**config.mk**
```make
export PLATFORM = sky130hd
export DESIGN_NAME = capability_string_unescaper_flat
export DESIGN_NICKNAME = d
export VERILOG_FILES = /design/src/sv/csu_pkg.sv /design/src/sv/csu_if.sv /design/src/sv/csu_cfg.sv /design/src/sv/csu_decoder.sv /design/src/sv/csu_result_fifo.sv /design/src/sv/capability_string_unescaper.sv /design/src/flat_wrapper.sv
export SDC_FILE = /design/constraint.sdc
export NUM_CORES = 1
export LEC_CHECK = 0
export CAP_MARGIN = 20
export CELL_PAD_IN_SITES_DETAIL_PLACEMENT = 0
export CELL_PAD_IN_SITES_GLOBAL_PLACEMENT = 1
export CORE_AREA = 3 3 139 154
export CTS_CLUSTER_SIZE = 10
export DETAILED_ROUTE_END_ITERATION = 16
export DIE_AREA = 0 0 142 157
export DONT_BUFFER_PORTS = 1
export PLACE_DENSITY = 0.75
export SLEW_MARGIN = 20
export SYNTH_ARGS = -nofsm -noshare
export SYNTH_HDL_FRONTEND = slang
export SYNTH_SLANG_ARGS = --single-unit
```
**constraint.sdc**
```tcl
create_clock -name i_clk -period 5.3 [get_ports i_clk]
set_input_delay 0.53 -clock i_clk [delete_from_list [all_inputs] [get_ports i_clk]]
set_output_delay 0.53 -clock i_clk [all_outputs]
set_load 0.02 [all_outputs]
```
**src/sv/csu_pkg.sv**
```systemverilog
// Shared types, character codes and helper functions for the capability string unescaper.
`timescale 1ns / 1ps

package csu_pkg;

    localparam int unsigned ADDR_W  = 3;
    localparam int unsigned DATA_W  = 32;
    localparam int unsigned LIMIT_W = 10;

    localparam logic REG_SEP_COLON  = 1'b0;
    localparam logic REG_LONG_LIMIT = 1'b1;

    localparam logic [LIMIT_W-1:0] COUNT_MAX   = 10'd1023;
    localparam logic [LIMIT_W-1:0] LIMIT_RESET = 10'd600;

    localparam logic [7:0] CTRL_MASK  = 8'o037;
    localparam logic [7:0] OCTAL_ZERO = 8'o200;

    localparam logic [7:0] CH_ESC     = 8'h1B;
    localparam logic [7:0] CH_BSPACE  = 8'h08;
    localparam logic [7:0] CH_FFEED   = 8'h0C;
    localparam logic [7:0] CH_LF      = 8'h0A;
    localparam logic [7:0] CH_CR      = 8'h0D;
    localparam logic [7:0] CH_TAB     = 8'h09;
    localparam logic [7:0] CH_SPACE   = 8'h20;
    localparam logic [7:0] CH_TILDE   = 8'h7E;
    localparam logic [7:0] CH_BSLASH  = 8'h5C;
    localparam logic [7:0] CH_CARET   = 8'h5E;
    localparam logic [7:0] CH_COLON   = 8'h3A;
    localparam logic [7:0] CH_COMMA   = 8'h2C;
    localparam logic [7:0] CH_PERCENT = 8'h25;

    typedef enum logic [1:0] {
        PH_NORMAL    = 2'd0,
        PH_CARET     = 2'd1,
        PH_BACKSLASH = 2'd2,
        PH_OCTAL     = 2'd3
    } t_phase;

    typedef enum logic [1:0] {
        KIND_BYTE      = 2'd0,
        KIND_SEP       = 2'd1,
        KIND_EOI       = 2'd2,
        KIND_PREMATURE = 2'd3
    } t_kind;

    typedef struct packed {
        t_kind      kind;
        logic [7:0] out_byte;
        logic       bad_caret;
        logic       bad_escape;
        logic       too_long;
        logic       last;
    } t_result;

    typedef struct packed {
        logic [1:0]        num;
        t_result [1:0]     res;
    } t_push;

    typedef struct packed {
        logic               separator_is_colon;
        logic [LIMIT_W-1:0] long_limit;
    } t_cfg;

    typedef struct packed {
        logic [7:0] value;
        logic       bad;
    } t_esc;

    function automatic logic [LIMIT_W-1:0] sat_inc(input logic [LIMIT_W-1:0] x);
        return (x == COUNT_MAX) ? x : x + 1'b1;
    endfunction

    function automatic t_result byte_result(input logic [7:0] b, input logic bc,
                                            input logic be, input logic tl);
        t_result r;
        r.kind       = KIND_BYTE;
        r.out_byte   = b;
        r.bad_caret  = bc;
        r.bad_escape = be;
        r.too_long   = tl;
        r.last       = 1'b0;
        return r;
    endfunction

    function automatic t_result end_result(input t_kind k);
        t_result r;
        r            = '0;
        r.kind       = k;
        return r;
    endfunction

    function automatic t_esc esc_map(input logic [7:0] c);
        t_esc e;
        e.bad = 1'b0;
        unique case (c) inside
            "E", "e": e.value = CH_ESC;
            "l", "n": e.value = CH_LF;
            "r":      e.value = CH_CR;
            "b":      e.value = CH_BSPACE;
            "s":      e.value = CH_SPACE;
            "f":      e.value = CH_FFEED;
            "t":      e.value = CH_TAB;
            CH_BSLASH: e.value = CH_BSLASH;
            CH_CARET:  e.value = CH_CARET;
            CH_COLON:  e.value = CH_COLON;
            CH_COMMA:  e.value = CH_BSLASH;
            default: begin
                e.value = c;
                e.bad   = 1'b1;
            end
        endcase
        return e;
    endfunction

endpackage

```
**src/sv/csu_if.sv**
```systemverilog
// Valid/ready channel interfaces for raw characters in and decoded results out.
`timescale 1ns / 1ps

interface csu_in_if;
    logic       valid;
    logic       ready;
    logic [7:0] in_char;
    logic       end_of_input;

    modport source (output valid, output in_char, output end_of_input, input ready);
    modport sink   (input valid, input in_char, input end_of_input, output ready);
endinterface

interface csu_out_if;
    logic       valid;
    logic       ready;
    logic [1:0] kind;
    logic [7:0] out_byte;
    logic       bad_caret;
    logic       bad_escape;
    logic       too_long;
    logic       last;

    modport source (output valid, output kind, output out_byte, output bad_caret,
                    output bad_escape, output too_long, output last, input ready);
    modport sink   (input valid, input kind, input out_byte, input bad_caret,
                    input bad_escape, input too_long, input last, output ready);
endinterface

```
**src/sv/csu_cfg.sv**
```systemverilog
// APB configuration registers: separator select and too-long limit.
`timescale 1ns / 1ps

module csu_cfg (
    input  logic                       i_clk,
    input  logic                       i_rst_n,
    input  logic                       psel,
    input  logic                       penable,
    input  logic                       pwrite,
    input  logic [csu_pkg::ADDR_W-1:0] paddr,
    input  logic [csu_pkg::DATA_W-1:0] pwdata,
    output logic [csu_pkg::DATA_W-1:0] prdata,
    output logic                       pready,
    output csu_pkg::t_cfg              o_cfg
);
    import csu_pkg::*;

    t_cfg r_cfg;
    t_cfg n_cfg;
    logic reg_idx;
    logic wr_en;

    assign reg_idx = paddr[2];
    assign wr_en   = psel && penable && pwrite && pready;
    assign pready  = 1'b1;
    assign o_cfg   = r_cfg;

    always_comb begin
        n_cfg = r_cfg;
        if (wr_en) begin
            unique case (reg_idx)
                REG_SEP_COLON:  n_cfg.separator_is_colon = pwdata[0];
                REG_LONG_LIMIT: n_cfg.long_limit         = pwdata[LIMIT_W-1:0];
                default:        n_cfg = r_cfg;
            endcase
        end
    end

    always_comb begin
        unique case (reg_idx)
            REG_SEP_COLON:  prdata = DATA_W'(r_cfg.separator_is_colon);
            REG_LONG_LIMIT: prdata = DATA_W'(r_cfg.long_limit);
            default:        prdata = '0;
        endcase
    end

    always_ff @(posedge i_clk) begin
        if (!i_rst_n) begin
            r_cfg.separator_is_colon <= 1'b0;
            r_cfg.long_limit         <= LIMIT_RESET;
        end else begin
            r_cfg <= n_cfg;
        end
    end

endmodule

```
**src/sv/csu_decoder.sv**
```systemverilog
// Input register, escape state and single-pass decode of one character into up to two results.
`timescale 1ns / 1ps

module csu_decoder (
    input  logic          i_clk,
    input  logic          i_rst_n,
    csu_in_if.sink        i_in,
    input  csu_pkg::t_cfg i_cfg,
    input  logic          i_space,
    output logic          o_push_en,
    output csu_pkg::t_push o_push
);
    import csu_pkg::*;

    logic               r_in_valid;
    logic [7:0]         r_in_char;
    logic               r_in_eoi;

    t_phase             r_phase,  n_phase;
    logic [8:0]         r_oval,   n_oval;
    logic [1:0]         r_odig,   n_odig;
    logic [7:0]         r_prev,   n_prev;
    logic [LIMIT_W-1:0] r_count,  n_count;

    logic               consume;
    logic [7:0]         c;
    logic [7:0]         sep;
    logic               is_oct;
    logic [8:0]         oct_next;
    logic [LIMIT_W-1:0] cnt1;
    logic               tl1;
    logic [7:0]         nb_prev;
    logic [LIMIT_W-1:0] nb_cnt;
    logic [LIMIT_W-1:0] nc_cnt;
    logic               nc_tl;
    logic               do_normal;
    t_esc               esc;
    t_push              push;

    assign consume    = r_in_valid && i_space;
    assign i_in.ready = !r_in_valid || consume;
    assign o_push_en  = consume;
    assign o_push     = push;

    assign c        = r_in_char;
    assign sep      = i_cfg.separator_is_colon ? CH_COLON : CH_COMMA;
    assign is_oct   = (c[7:3] == 5'b00110);
    assign oct_next = {r_oval[5:0], c[2:0]};
    assign cnt1     = sat_inc(r_count);
    assign tl1      = cnt1 > i_cfg.long_limit;
    assign nb_prev  = (r_phase == PH_OCTAL) ? c : r_prev;
    assign nb_cnt   = (r_phase == PH_OCTAL) ? cnt1 : r_count;
    assign nc_cnt   = sat_inc(nb_cnt);
    assign nc_tl    = nc_cnt > i_cfg.long_limit;
    assign esc      = esc_map(c);

    always_comb begin
        n_phase   = r_phase;
        n_oval    = r_oval;
        n_odig    = r_odig;
        n_prev    = r_prev;
        n_count   = r_count;
        push      = '0;
        do_normal = 1'b0;

        if (r_in_eoi) begin
            push.res[0] = end_result((r_phase == PH_NORMAL) ? KIND_EOI : KIND_PREMATURE);
            push.num    = 2'd1;
            n_phase     = PH_NORMAL;
            n_oval      = '0;
            n_odig      = '0;
            n_prev      = '0;
            n_count     = '0;
        end else begin
            unique case (r_phase)
                PH_CARET: begin
                    push.res[0] = byte_result(c & CTRL_MASK,
                                              !(c >= CH_SPACE && c <= CH_TILDE), 1'b0, tl1);
                    push.num    = 2'd1;
                    n_prev      = c;
                    n_count     = cnt1;
                    n_phase     = PH_NORMAL;
                end
                PH_BACKSLASH: begin
                    n_phase = PH_NORMAL;
                    if (is_oct) begin
                        n_phase = PH_OCTAL;
                        n_oval  = {6'b0, c[2:0]};
                        n_odig  = 2'd1;
                    end else if (c != CH_LF) begin
                        push.res[0] = byte_result(esc.value, 1'b0, esc.bad, tl1);
                        push.num    = 2'd1;
                        if (c == CH_COMMA) begin
                            push.res[1] = byte_result(CH_COMMA, 1'b0, 1'b0, tl1);
                            push.num    = 2'd2;
                        end
                        n_prev  = c;
                        n_count = cnt1;
                    end
                end
                PH_OCTAL: begin
                    if (is_oct && r_odig < 2'd2) begin
                        n_oval = oct_next;
                        n_odig = r_odig + 2'd1;
                    end else begin
                        if (is_oct) begin
                            push.res[0] = byte_result((oct_next == '0) ? OCTAL_ZERO
                                                                       : oct_next[7:0],
                                                      1'b0, 1'b0, tl1);
                        end else begin
                            push.res[0] = byte_result((r_oval == '0) ? OCTAL_ZERO
                                                                     : r_oval[7:0],
                                                      1'b0, 1'b0, tl1);
                            do_normal   = 1'b1;
                        end
                        push.num = 2'd1;
                        n_prev   = c;
                        n_count  = cnt1;
                        n_phase  = PH_NORMAL;
                        n_oval   = '0;
                        n_odig   = '0;
                    end
                end
                PH_NORMAL: do_normal = 1'b1;
                default:   do_normal = 1'b1;
            endcase

            if (do_normal) begin
                if (c == sep) begin
                    push.res[push.num[0]] = end_result(KIND_SEP);
                    push.num              = push.num + 2'd1;
                    n_phase               = PH_NORMAL;
                    n_oval                = '0;
                    n_odig                = '0;
                    n_prev                = '0;
                    n_count               = '0;
                end else if (c == CH_CARET && nb_prev != CH_PERCENT) begin
                    n_phase = PH_CARET;
                end else if (c == CH_BSLASH) begin
                    n_phase = PH_BACKSLASH;
                end else begin
                    push.res[push.num[0]] = byte_result(c, 1'b0, 1'b0, nc_tl);
                    push.num              = push.num + 2'd1;
                    n_prev                = c;
                    n_count               = nc_cnt;
                end
            end
        end

        if (push.num == 2'd2) begin
            push.res[1].last = 1'b1;
        end else if (push.num == 2'd1) begin
            push.res[0].last = 1'b1;
        end
    end

    always_ff @(posedge i_clk) begin
        if (i_in.valid && i_in.ready) begin
            r_in_char <= i_in.in_char;
            r_in_eoi  <= i_in.end_of_input;
        end
    end

    always_ff @(posedge i_clk) begin
        if (!i_rst_n) begin
            r_in_valid <= 1'b0;
            r_phase    <= PH_NORMAL;
            r_oval     <= '0;
            r_odig     <= '0;
            r_prev     <= '0;
            r_count    <= '0;
        end else begin
            if (i_in.ready) begin
                r_in_valid <= i_in.valid;
            end
            if (consume) begin
                r_phase <= n_phase;
                r_oval  <= n_oval;
                r_odig  <= n_odig;
                r_prev  <= n_prev;
                r_count <= n_count;
            end
        end
    end

endmodule

```
**src/sv/csu_result_fifo.sv**
```systemverilog
// Result queue: takes up to two results per cycle, hands out one per transaction.
`timescale 1ns / 1ps

module csu_result_fifo #(
    parameter int unsigned DEPTH = 4
) (
    input  logic           i_clk,
    input  logic           i_rst_n,
    input  logic           i_push_en,
    input  csu_pkg::t_push i_push,
    output logic           o_space,
    csu_out_if.source      o_res
);
    import csu_pkg::*;

    localparam int unsigned PTR_W = (DEPTH > 1) ? $clog2(DEPTH) : 1;
    localparam int unsigned CNT_W = $clog2(DEPTH + 1);

    t_result    r_mem [DEPTH];
    logic [PTR_W-1:0] r_wr_ptr, n_wr_ptr;
    logic [PTR_W-1:0] r_rd_ptr, n_rd_ptr;
    logic [CNT_W-1:0] r_count,  n_count;
    logic [PTR_W-1:0] wr_ptr1;
    logic [1:0]       num;
    logic             pop;
    t_result          head;

    function automatic logic [PTR_W-1:0] ptr_inc(input logic [PTR_W-1:0] p);
        return (p == PTR_W'(DEPTH - 1)) ? '0 : p + 1'b1;
    endfunction

    assign num     = i_push_en ? i_push.num : 2'd0;
    assign pop     = o_res.valid && o_res.ready;
    assign wr_ptr1 = ptr_inc(r_wr_ptr);
    assign o_space = r_count <= CNT_W'(DEPTH - 2);
    assign head    = r_mem[r_rd_ptr];

    assign o_res.valid      = r_count != '0;
    assign o_res.kind       = head.kind;
    assign o_res.out_byte   = head.out_byte;
    assign o_res.bad_caret  = head.bad_caret;
    assign o_res.bad_escape = head.bad_escape;
    assign o_res.too_long   = head.too_long;
    assign o_res.last       = head.last;

    always_comb begin
        n_wr_ptr = r_wr_ptr;
        if (num == 2'd1) begin
            n_wr_ptr = wr_ptr1;
        end else if (num == 2'd2) begin
            n_wr_ptr = ptr_inc(wr_ptr1);
        end
        n_rd_ptr = pop ? ptr_inc(r_rd_ptr) : r_rd_ptr;
        n_count  = r_count + CNT_W'(num) - CNT_W'(pop);
    end

    always_ff @(posedge i_clk) begin
        if (num != 2'd0) begin
            r_mem[r_wr_ptr] <= i_push.res[0];
        end
        if (num == 2'd2) begin
            r_mem[wr_ptr1] <= i_push.res[1];
        end
    end

    always_ff @(posedge i_clk) begin
        if (!i_rst_n) begin
            r_wr_ptr <= '0;
            r_rd_ptr <= '0;
            r_count  <= '0;
        end else begin
            r_wr_ptr <= n_wr_ptr;
            r_rd_ptr <= n_rd_ptr;
            r_count  <= n_count;
        end
    end

endmodule

```
**src/sv/capability_string_unescaper.sv**
```systemverilog
// Top level of the capability string unescaper.
// Usage:
//   i_in carries one raw character per transaction, or an end-of-input mark.
//   o_res carries decoded results: bytes, a separator end, an input end or a
//   premature-end error, with warning flags; last marks the final result of
//   each input transaction.
//   The APB port holds separator_is_colon (0x0) and long_limit (0x4); write
//   them only while the block is idle.
// Throughput: one input transaction per cycle while the queue has two free
//   slots. Every input is decoded combinationally between the input register
//   and result queue; a two-result character takes two output transactions.
// Stall: the result queue (FIFO_DEPTH entries) absorbs results while o_res is
//   held off; i_in.ready drops while a character waits in the input register
//   and fewer than two queue slots remain free.
// Reset: synchronous, active low. It empties the queue and input register,
//   returns the escape state and unit count to zero and the registers to
//   their defaults (comma separator, limit 600). No clearing pass.
`timescale 1ns / 1ps

module capability_string_unescaper #(
    parameter int unsigned FIFO_DEPTH = 4
) (
    input  logic                       i_clk,
    input  logic                       i_rst_n,
    csu_in_if.sink                     i_in,
    csu_out_if.source                  o_res,
    input  logic                       psel,
    input  logic                       penable,
    input  logic                       pwrite,
    input  logic [csu_pkg::ADDR_W-1:0] paddr,
    input  logic [csu_pkg::DATA_W-1:0] pwdata,
    output logic [csu_pkg::DATA_W-1:0] prdata,
    output logic                       pready
);
    import csu_pkg::*;

    t_cfg  cfg;
    t_push push;
    logic  push_en;
    logic  space;

    csu_cfg u_cfg (
        .i_clk   (i_clk),
        .i_rst_n (i_rst_n),
        .psel    (psel),
        .penable (penable),
        .pwrite  (pwrite),
        .paddr   (paddr),
        .pwdata  (pwdata),
        .prdata  (prdata),
        .pready  (pready),
        .o_cfg   (cfg)
    );

    csu_decoder u_decoder (
        .i_clk     (i_clk),
        .i_rst_n   (i_rst_n),
        .i_in      (i_in),
        .i_cfg     (cfg),
        .i_space   (space),
        .o_push_en (push_en),
        .o_push    (push)
    );

    csu_result_fifo #(
        .DEPTH (FIFO_DEPTH)
    ) u_fifo (
        .i_clk     (i_clk),
        .i_rst_n   (i_rst_n),
        .i_push_en (push_en),
        .i_push    (push),
        .o_space   (space),
        .o_res     (o_res)
    );

endmodule

```
**src/flat_wrapper.sv**
```systemverilog
// flat-port wrapper written by rule: the top's interface ports become plain ports
module capability_string_unescaper_flat import csu_pkg::*;
#(
    parameter int unsigned FIFO_DEPTH = 4
)
  (i_clk, i_rst_n, psel, penable, pwrite, paddr, pwdata, prdata, pready, i_in_valid, i_in_in_char, i_in_end_of_input, i_in_ready, o_res_valid, o_res_kind, o_res_out_byte, o_res_bad_caret, o_res_bad_escape, o_res_too_long, o_res_last, o_res_ready);
  csu_in_if i_in_i ();
  csu_out_if o_res_i ();
  input  logic i_clk;
  input  logic i_rst_n;
  input  logic psel;
  input  logic penable;
  input  logic pwrite;
  input  logic [csu_pkg::ADDR_W-1:0] paddr;
  input  logic [csu_pkg::DATA_W-1:0] pwdata;
  output logic [csu_pkg::DATA_W-1:0] prdata;
  output logic pready;
  input wire logic [$bits(i_in_i.valid)-1:0] i_in_valid;
  input wire logic [$bits(i_in_i.in_char)-1:0] i_in_in_char;
  input wire logic [$bits(i_in_i.end_of_input)-1:0] i_in_end_of_input;
  output wire logic [$bits(i_in_i.ready)-1:0] i_in_ready;
  output wire logic [$bits(o_res_i.valid)-1:0] o_res_valid;
  output wire logic [$bits(o_res_i.kind)-1:0] o_res_kind;
  output wire logic [$bits(o_res_i.out_byte)-1:0] o_res_out_byte;
  output wire logic [$bits(o_res_i.bad_caret)-1:0] o_res_bad_caret;
  output wire logic [$bits(o_res_i.bad_escape)-1:0] o_res_bad_escape;
  output wire logic [$bits(o_res_i.too_long)-1:0] o_res_too_long;
  output wire logic [$bits(o_res_i.last)-1:0] o_res_last;
  input wire logic [$bits(o_res_i.ready)-1:0] o_res_ready;
  assign i_in_i.valid = i_in_valid;
  assign i_in_i.in_char = i_in_in_char;
  assign i_in_i.end_of_input = i_in_end_of_input;
  assign i_in_ready = i_in_i.ready;
  assign o_res_valid = o_res_i.valid;
  assign o_res_kind = o_res_i.kind;
  assign o_res_out_byte = o_res_i.out_byte;
  assign o_res_bad_caret = o_res_i.bad_caret;
  assign o_res_bad_escape = o_res_i.bad_escape;
  assign o_res_too_long = o_res_i.too_long;
  assign o_res_last = o_res_i.last;
  assign o_res_i.ready = o_res_ready;
  capability_string_unescaper #(.FIFO_DEPTH(FIFO_DEPTH)) u_core (.i_clk(i_clk), .i_rst_n(i_rst_n), .i_in(i_in_i), .o_res(o_res_i), .psel(psel), .penable(penable), .pwrite(pwrite), .paddr(paddr), .pwdata(pwdata), .prdata(prdata), .pready(pready));
endmodule
```
==> results of run 1 <==
[per-layer routing]
metal | part of all wire, % | vias to the layer above | track usage (%) | routed length [um]
li1 | - | 3184 | - | -
met1 | 43 | 3086 | 24.7 | 9280
met2 | 49 | 194 | 33.0 | 10400
met3 | 4.9 | 40 | 3.52 | 1060
met4 | 2.8 | 2 | 7.63 | 604
met5 | 0.042 | - | 0 | 9
[sequential cells by signal (all words and copies together) (netlist names), named ones only]
signal	flops
u_core.u_fifo.r_rd_ptr	2
u_core.u_decoder.r_prev	8
u_core.u_decoder.r_in_valid	1
u_core.u_decoder.r_odig	2
u_core.u_decoder.r_in_eoi	1
u_core.u_decoder.r_count	10
u_core.u_fifo.r_wr_ptr	2
u_core.u_cfg.o_cfg	11
u_core.u_fifo.r_count	3
u_core.u_decoder.r_phase	2
u_core.u_fifo.r_mem	56
u_core.u_decoder.c	8
u_core.u_decoder.r_oval	9
[path summary, 6_finish.rpt]
kind	startpoint	endpoint	cells after the start	slack, ns
min	i_in_in_char[1]	u_core.u_decoder.c[1]	0	0.21
max	u_core.u_decoder.r_count[0]	u_core.u_fifo.r_mem[2][1]	16	0.56
min reg2reg	u_core.u_cfg.o_cfg[8]	u_core.u_cfg.o_cfg[8]	2	0.46
max reg2reg	u_core.u_decoder.r_count[0]	u_core.u_fifo.r_mem[2][1]	16	0.56
[cells by family after synthesis]
kind of cell	Yosys count	synth area share (%)
AO/OA/AOI/OAI	227	19.5
multiplexers	43	7.77
other	2	0.0944
flip-flops	117	37.6
adder cells (fa/ha/maj)	41	6.54
XOR/XNOR	22	2.42
buffers and inverters	110	6.51
AND/OR/NAND/NOR	315	19.6
[placed cells by master (no fill, tap or decap), types with 17 or more instances in the layout]
cell / instances
a21oi_1: 51
clkbuf_16: 17
conb_1: 23
dfxtp_1: 52
edfxtp_1: 65
ha_1: 40
inv_1: 33
mux2i_1: 19
nand2_1: 97
nand3_1: 39
nor2_1: 73
o21ai_0: 32
xnor2_1: 17
[worst reg2reg max path, cell delays in order (launching register included)]
cell and delay, ns:
dfxtp_1 0.53, ha_1 0.24, nand2_1 0.09, o31ai_1 0.50, mux2_2 0.41, ha_1 0.24, and3_1 0.19, nand2_1 0.21
nand2_1 0.18, ha_1 0.34, a21oi_1 0.17, nor2_1 0.05, a211oi_1 0.36, a31oi_1 0.23, and3_1 0.23, a32oi_1 0.34
a22oi_1 0.16
[final cells by class]
class                   count  area share (%)
flip-flops and latches    117            34.4
clock inverters            15            2.06
multi-input cells         671            52.2
repair buffers             15            1.30
inverters                  34            1.47
well taps                 252            3.63
clock buffers              17            4.89
[per-stage QoR]
stage	hold slack [ns]	std cells	cell area [um^2]	util (%)	total power, uW
floorplan	0.442	898	8030	-	1440
global placement	0.450	1089	8090	40.6	1520
detailed placement	0.459	1089	8090	40.6	1520
CTS	0.198	1121	8690	43.6	2710
global route	0.194	1121	8690	43.6	2800
finish	0.212	1121	8690	43.6	2690
[power groups by stage]
stage | Sequential, uW | Combinational [uW] | Clock [uW]
CTS | 1080 | 422 | 1200
floorplan | 1060 | 389 | 0
finish | 1080 | 417 | 1190
global placement | 1100 | 416 | 0
global route | 1090 | 464 | 1250
detailed placement | 1100 | 419 | 0
==> results.toml, run 1 <==
[run_status]
run_status = "complete, no violations"

[place]
gp_congestion = 0.882
port_buffers = 0
dp_slack_ns = 0.676
dpl.hpwl_mm = 15.7

[synth]
yosys_warnings = 0
netlist_area_um2 = 7960
synth_common_cells = "97 x nand2_1, 73 x nor2_1, 65 x edfxtp_1"
ys_types = 72
synth.area.top_cells = "edfxtp_1 25%, dfxtp_1 13%, ha_1 6.3%"
synth_top_area_share_pct = 24.5
synth-edff-count = 65
yosysTopAreaCell = "edfxtp_1"
yosysSeqAreaShare_pct = 37.6
synth_cells = 877
synth.avg_cell_area_um2 = 9.07
async_reset_ff_share_pct = 0
yosysMostFrequentCell = "nand2_1"
synthFlopType = "edfxtp_1"
ys_ff_latch = 117

[drt]
wl_per_cell_um = 19.0
drt_iter0_markers = 440
wirelength_mm = 21.3
drcViolationCount = 0
via_per_inst = 5.80
dr.pass1.iters = 5
vias = 6506
drtAntennaViolNets = 0

[setup_path]
cp_data_required_time_ns = 5.45
cpPeakStageDelay_ns = 0.53
critical_path_arrival_ns = 4.89
end_kind = "flop"
path_buf_inv = 0
path_cells = "ha_1, nand2_1, o31ai_1, mux2_2, ha_1, and3_1, nand2_1, nand2_1, ha_1, a21oi_1, nor2_1, a211oi_1, a31oi_1, and3_1, a32oi_1, a22oi_1"
critPathLaunchType = "flop"
cp_max_fo = 10
critical_path_class = "flop to flop"
critPathSlowestCell = "dfxtp_1"
cpLargestDelayFamily = "compound AO/OA/AOI/OAI gates"

[timing]
setup_ws_ns = 0.558
hold_viol = 0
setup_violations = 0
rsz0062_at_grt = "false"
fmax_ghz = 0.211
fin_crit_ns = 4.74
tns_ns = 0
post-route-period-util_pct = 89.5
slew_headroom_pct = 30.5
slew_violations = 0
fin_worst_skew_ns = 0.00984
tightest_slew_ns = 1.04

[cts]
cts_tree = "yes"
ctsHoldBuffers = 0
postCtsSetupBuffers = 0
clockBufferDepth = 2
cts_buffers = 17
ctsResizeCount = 0
insertion_delay_ns = 0.42
htree_levels = 4
cts_sinks = 117
clk_pin_slew_worst_paths_ns = 0.06
cts-root-buf = "clkbuf_16"

[worst_hold_path]
worstHoldPathType = "input pin to flop"

[floorplan]
core_um2 = 19900
fp-row-count = 54
top_level_ports = 100
die-height_um = 157
fp.dieW_um = 142
start_util_pct = 39.9
die_area_um2 = 22300

[finish]
fin_nets = 948
final-seq-area_um2 = 2990
fillCellCount = 1901
syn2layout_area_growth_pct = 9.25
diodes = 0
multiInputGateArea_um2 = 4540
drive_gt1_share_pct = 9.67

[pwr]
comb_power_share_pct = 15.5
power.density_nw_per_um2 = 309
cellLeakagePower_uw = 0.00330
power.net_switching_uw = 794
p_int_uw = 1890
irDropWorstVdd_mv = 0.216
clkPwrFrac_pct = 44.2
seqPwrFrac_pct = 40.3
swShare_pct = 29.6

[job]
maxCapViolCount = 0

[global_routing]
grt_overflow = 0
gr-usage-all-layers_pct = 19.5
antenna_found_initial = 1
grt_pass1_wl_mm = 34.5
grt_max_degree = 35
grt_pass1_vias = 6358
(Power assumes the default switching activity.)
==> run 2: changes to the inputs <==
Settings changed: CORE_AREA 3 3 139 154 to 5 5 141 156, DIE_AREA 0 0 142 157 to 0 0 146 161.
==> run 2 against run 1 <==
Effect of this change: first-iteration DRC count down 7.3%; sequential share of layout area down 0.18 points; power up 0.81%; non-clock buffer count up 5; flip-flop and latch count unchanged; design area up 0.53%; clock skew down 0.0029 ns; clock power about the same; hold slack worse by 0.0027 ns; die area up 5.4%; critical endpoint is now u_core.u_fifo.r_mem[1][1]; largest cell class unchanged; highest routed layer unchanged.
==> results.toml, run 2 (synthesized netlist as in run 1, its figures left out) <==
[run_status]
run_status = "complete, no violations"

[setup_path]
cp_max_fo = 9
end_kind = "flop"
critPathSlowestCell = "dfxtp_1"
cpPeakStageDelay_ns = 0.51
critical_path_arrival_ns = 4.79
path_cells = "nand4_1, o31ai_1, mux2_2, ha_1, and3_1, nand2_1, o21ai_0, ha_1, and4_1, a221o_1, nand2_1, a31oi_1, and3_1, a32oi_1, a22oi_1"
critical_path_class = "flop to flop"
critPathLaunchType = "flop"
cp_data_required_time_ns = 5.45

[worst_hold_path]
worstHoldPathType = "input pin to flop"

[pwr]
comb_power_share_pct = 15.8
p_int_uw = 1930
power.density_nw_per_um2 = 310
clkPwrFrac_pct = 44.6
cellLeakagePower_uw = 0.00333
irDropWorstVdd_mv = 0.201
swShare_pct = 28.6
power.net_switching_uw = 774
seqPwrFrac_pct = 39.6

[drt]
wl_per_cell_um = 19.3
drt_iter0_markers = 408
vias = 6560
wirelength_mm = 21.8
via_per_inst = 5.81
drtAntennaViolNets = 0
drcViolationCount = 0
dr.pass1.iters = 5

[floorplan]
fp.dieW_um = 146
start_util_pct = 39.2
die_area_um2 = 23500
die-height_um = 161
top_level_ports = 100
fp-row-count = 55
core_um2 = 20300

[global_routing]
grt_max_degree = 35
grt_pass1_vias = 6440
antenna_found_initial = 1
grt_overflow = 0
gr-usage-all-layers_pct = 18.5
grt_pass1_wl_mm = 35.1

[job]
maxCapViolCount = 0

[timing]
hold_viol = 0
setup_violations = 0
slew_headroom_pct = 35.6
rsz0062_at_grt = "false"
setup_ws_ns = 0.656
fin_worst_skew_ns = 0.00694
slew_violations = 0
tns_ns = 0
fin_crit_ns = 4.64
tightest_slew_ns = 0.965
fmax_ghz = 0.215
post-route-period-util_pct = 87.6

[cts]
cts_tree = "yes"
ctsHoldBuffers = 0
ctsResizeCount = 0
clk_pin_slew_worst_paths_ns = 0.06
cts-root-buf = "clkbuf_16"
postCtsSetupBuffers = 0
clockBufferDepth = 2
cts_buffers = 17
cts_sinks = 117
htree_levels = 4
insertion_delay_ns = 0.42

[finish]
final_cell_mix = "97 x nand2_1, 73 x nor2_1, 65 x edfxtp_1"
drive_gt1_share_pct = 9.84
largest_reg_flops = 56
fin_nets = 953
largest_register = "u_core.u_fifo.r_mem"
diodes = 0
syn2layout_area_growth_pct = 9.83
final_common_cell = "nand2_1"

[place]
port_buffers = 0
gp_congestion = 0.899
dpl.hpwl_mm = 15.9
dp_slack_ns = 0.714
run 2: through the flow:
step,area [um^2],power (uW),util (%),hold WS (ns),std cells
finish,8740,2710,43.0,0.209,1130
global placement,8120,1520,40.0,0.451,1098
detailed placement,8120,1520,40.0,0.457,1098
floorplan,8030,1440,-,0.442,898
global route,8740,2830,43.0,0.189,1130
CTS,8740,2730,43.0,0.192,1130
run 2: final timing paths:
check	from	endpoint	slack (ns)	depth (start not counted)
worst max-delay path	u_core.u_decoder.r_count[7]	u_core.u_fifo.r_mem[1][1]	0.66	15
worst max register to register	u_core.u_decoder.r_count[7]	u_core.u_fifo.r_mem[1][1]	0.66	15
worst min register to register	u_core.u_cfg.o_cfg[7]	u_core.u_cfg.o_cfg[7]	0.46	2
worst min-delay path	i_in_in_char[1]	u_core.u_decoder.c[1]	0.21	0
run 2: power by group through the flow:
stage	clock (uW)	sequential, uW	combinational, uW
2_1_floorplan	0	1060	389
3_3_place_gp	0	1090	424
3_5_place_dp	0	1100	428
4_1_cts	1230	1080	430
5_1_grt	1270	1080	470
6_report	1210	1070	428
run 2: metal layers:
layer | vias to the layer above | GRT usage, % | wire (um)
met4 | 2 | 7.06 | 614
li1 | 3195 | - | -
met3 | 40 | 3.56 | 929
met5 | - | 0 | 13
met2 | 180 | 32.5 | 10900
met1 | 3143 | 22.4 | 9350
run 2: layout make-up:
class	instances	area, um^2
clock inverter	15	194
timing repair buffer	20	150
sequential	117	2990
multi-input combinational	671	4530
clock buffer	17	425
tap	256	320
fill	1989	11600
inverter	34	128
run 2: worst max-delay path: cells and delay by family, from the launching register on:
kind	cells	cell delay (ns)
compound gates	6	1.67
simple gates	6	1.17
fa+ha+maj	2	0.61
flops	1	0.51
mux	1	0.41
==> run 3: changes to the inputs <==
Settings changed: CTS_CLUSTER_SIZE 10 to unset.
Clock period 5.3 ns to 4.4 ns, I/O delays scaled along.
==> run 3 against run 2 <==
Effect of this change: non-clock buffer count is 29 higher; register-to-register slack lost 0.36 ns; largest power group unchanged; highest routed layer unchanged; fmax increased by 13%; die area did not move; critical endpoint is now u_core.u_fifo.r_mem[3][1]; clock power rose by 20%; sequential power increased by 21%; worst setup slack lost 0.36 ns; routed wire length grew 1.6%.
==> results.toml, run 3 (synthesized netlist as in run 1, its figures left out) <==
[setup_path]
cpPeakStageDelay_ns = 0.35
critPathSlowestCell = "ha_1"
endpoint = "u_core.u_fifo.r_mem[3][1]"
cp_data_required_time_ns = 4.54
reg2reg_from = "u_core.u_decoder.r_count[0]"
path_cells = "ha_1, buf_4, and2_1, nand2_1, nand2_1, mux2i_1, and4b_1, nand2_1, o21ai_0, ha_1, and4_1, a221o_1, nand2_1, a31oi_4, and3_1, a32oi_1, buf_4, a22oi_1"
worstRegToRegCells = 18
r2r_slack_ns = 0.29
worstReg2RegEnd = "u_core.u_fifo.r_mem[3][1]"
crit_start = "u_core.u_decoder.r_count[0]"
cp_max_fo = 10
critical_path_arrival_ns = 4.25
end_kind = "flop"
critical_path_class = "flop to flop"
cp_common_cell = "nand2_1"
critPathLaunchType = "flop"

[finish]
syn2layout_area_growth_pct = 13.0
final_cell_mix = "97 x nand2_1, 72 x nor2_1, 65 x edfxtp_1"
diodes = 0
fin_nets = 982
drive_gt1_share_pct = 13.3
final_common_cell = "nand2_1"
stdcell_area_um2 = 8990
final_cells = 1159
largest_reg_flops = 56
largest_register = "u_core.u_fifo.r_mem"

[cts]
cts_tree = "yes"
cts_sinks = 117
ctsResizeCount = 0
clk_pin_slew_worst_paths_ns = 0.06
clockBufferDepth = 2
postCtsSetupBuffers = 0
cts-root-buf = "clkbuf_16"
insertion_delay_ns = 0.41
htree_levels = 4
ctsHoldBuffers = 0
cts_buffers = 17

[floorplan]
core_um2 = 20300
fp.dieW_um = 146
start_util_pct = 39.2
die_area_um2 = 23500
die-height_um = 161
fp-row-count = 55
top_level_ports = 100

[timing]
fin_worst_skew_ns = 0.00775
fmax_ghz = 0.243
setup_ws_ns = 0.292
hold_viol = 0
post-route-period-util_pct = 93.4
setup_violations = 0
tightest_slew_ns = 0.994
slew_violations = 0
fin_crit_ns = 4.11
slew_headroom_pct = 33.6

[drt]
via_per_inst = 5.71
dr.pass1.iters = 5
wl_per_cell_um = 19.1
vias = 6614
wirelength_mm = 22.1
drcViolationCount = 0
drt_iter0_markers = 553
drtAntennaViolNets = 0

[place]
dp_slack_ns = 0.250
placedCellCount = 1127
place_area_um2 = 8330
port_buffers = 0
gp_congestion = 0.881
dpl.hpwl_mm = 16.6

[job]
maxCapViolCount = 0

[pwr]
p_total_uw = 3260
p_int_uw = 2330
clkPwrFrac_pct = 44.4
cellLeakagePower_uw = 0.00347
seqPwrFrac_pct = 39.7
power.density_nw_per_um2 = 363
comb_power_share_pct = 15.9
swShare_pct = 28.5
irDropWorstVdd_mv = 0.269
power.net_switching_uw = 930

[global_routing]
antenna_found_initial = 1
grt_pass1_wl_mm = 36.1
gr-usage-all-layers_pct = 19.0
grt_pass1_vias = 6609
grt_overflow = 0
grt_max_degree = 35

[run_status]
run_status = "complete, no violations"

[worst_hold_path]
worstHoldPathType = "input pin to flop"
==> run 3: cell types whose count changed in the layout (fill, tap and decap cells not counted), sizes merged <==
| cell | before | now |
|---|---|---|
| buf | 20 | 49 |
| clkinv | 5 | 3 |
| clkinvlp | 2 | 1 |
| inv | 39 | 42 |
==> run 3: routing by layer <==
layer,part of all wire [%],up-vias,wire length [um],global-route usage [%]
met4,2.8,2,609,6.72
li1,-,3252,-,-
met3,4.3,44,955,3.59
met2,51,192,11300,33.8
met5,0.050,-,11,0
met1,42,3124,9240,23.0
==> run 3: stage by stage <==
step	util [%]	hold slack [ns]	TNS, ns
2_1_floorplan	-	0.442	-0.652
3_3_place_gp	41.0	0.451	0
3_5_place_dp	41.0	0.457	0
4_1_cts	44.1	0.0977	0
5_1_grt	44.3	0.0989	-0.000365
6_report	44.3	0.118	0
==> run 3: worst min-delay path by stage <==
stage	start	to	depth (start not counted)
floorplan	u_core.u_decoder.r_oval[7]	u_core.u_decoder.r_oval[7]	1
global placement	u_core.u_cfg.o_cfg[5]	u_core.u_cfg.o_cfg[5]	2
detailed placement	u_core.u_cfg.o_cfg[1]	u_core.u_cfg.o_cfg[1]	2
CTS	i_in_end_of_input	u_core.u_decoder.r_in_eoi	0
global route	i_in_in_char[4]	u_core.u_decoder.c[4]	0
finish	i_in_end_of_input	u_core.u_decoder.r_in_eoi	0
==> run 3: final cells by class <==
cell class | instances | area [um^2]
multi-input combinational | 671 | 4560
fill | 1933 | 11300
sequential | 117 | 2990
tap | 256 | 320
inverter | 34 | 128
clock buffer | 17 | 425
clock inverter | 15 | 190
timing repair buffer | 49 | 368
==> run 3: power by group through the flow <==
| stage | registers (uW) | logic (uW) | clock network, uW |
|---|---|---|---|
| CTS | 1300 | 523 | 1480 |
| global route | 1310 | 572 | 1530 |
| detailed placement | 1320 | 521 | 0 |
| floorplan | 1270 | 468 | 0 |
| finish | 1290 | 520 | 1450 |
| global placement | 1320 | 514 | 0 |
==> run 3: worst max-delay path: cells and delay by family, from the launching register on <==
kind | cells | cell delay [ns]
AOI/OAI and AO/OA | 5 | 0.84
adders and majority gates | 2 | 0.57
buffers and inverters | 2 | 0.35
DFF | 1 | 0.32
muxes | 1 | 0.32
and+or+nand+nor | 8 | 1.43
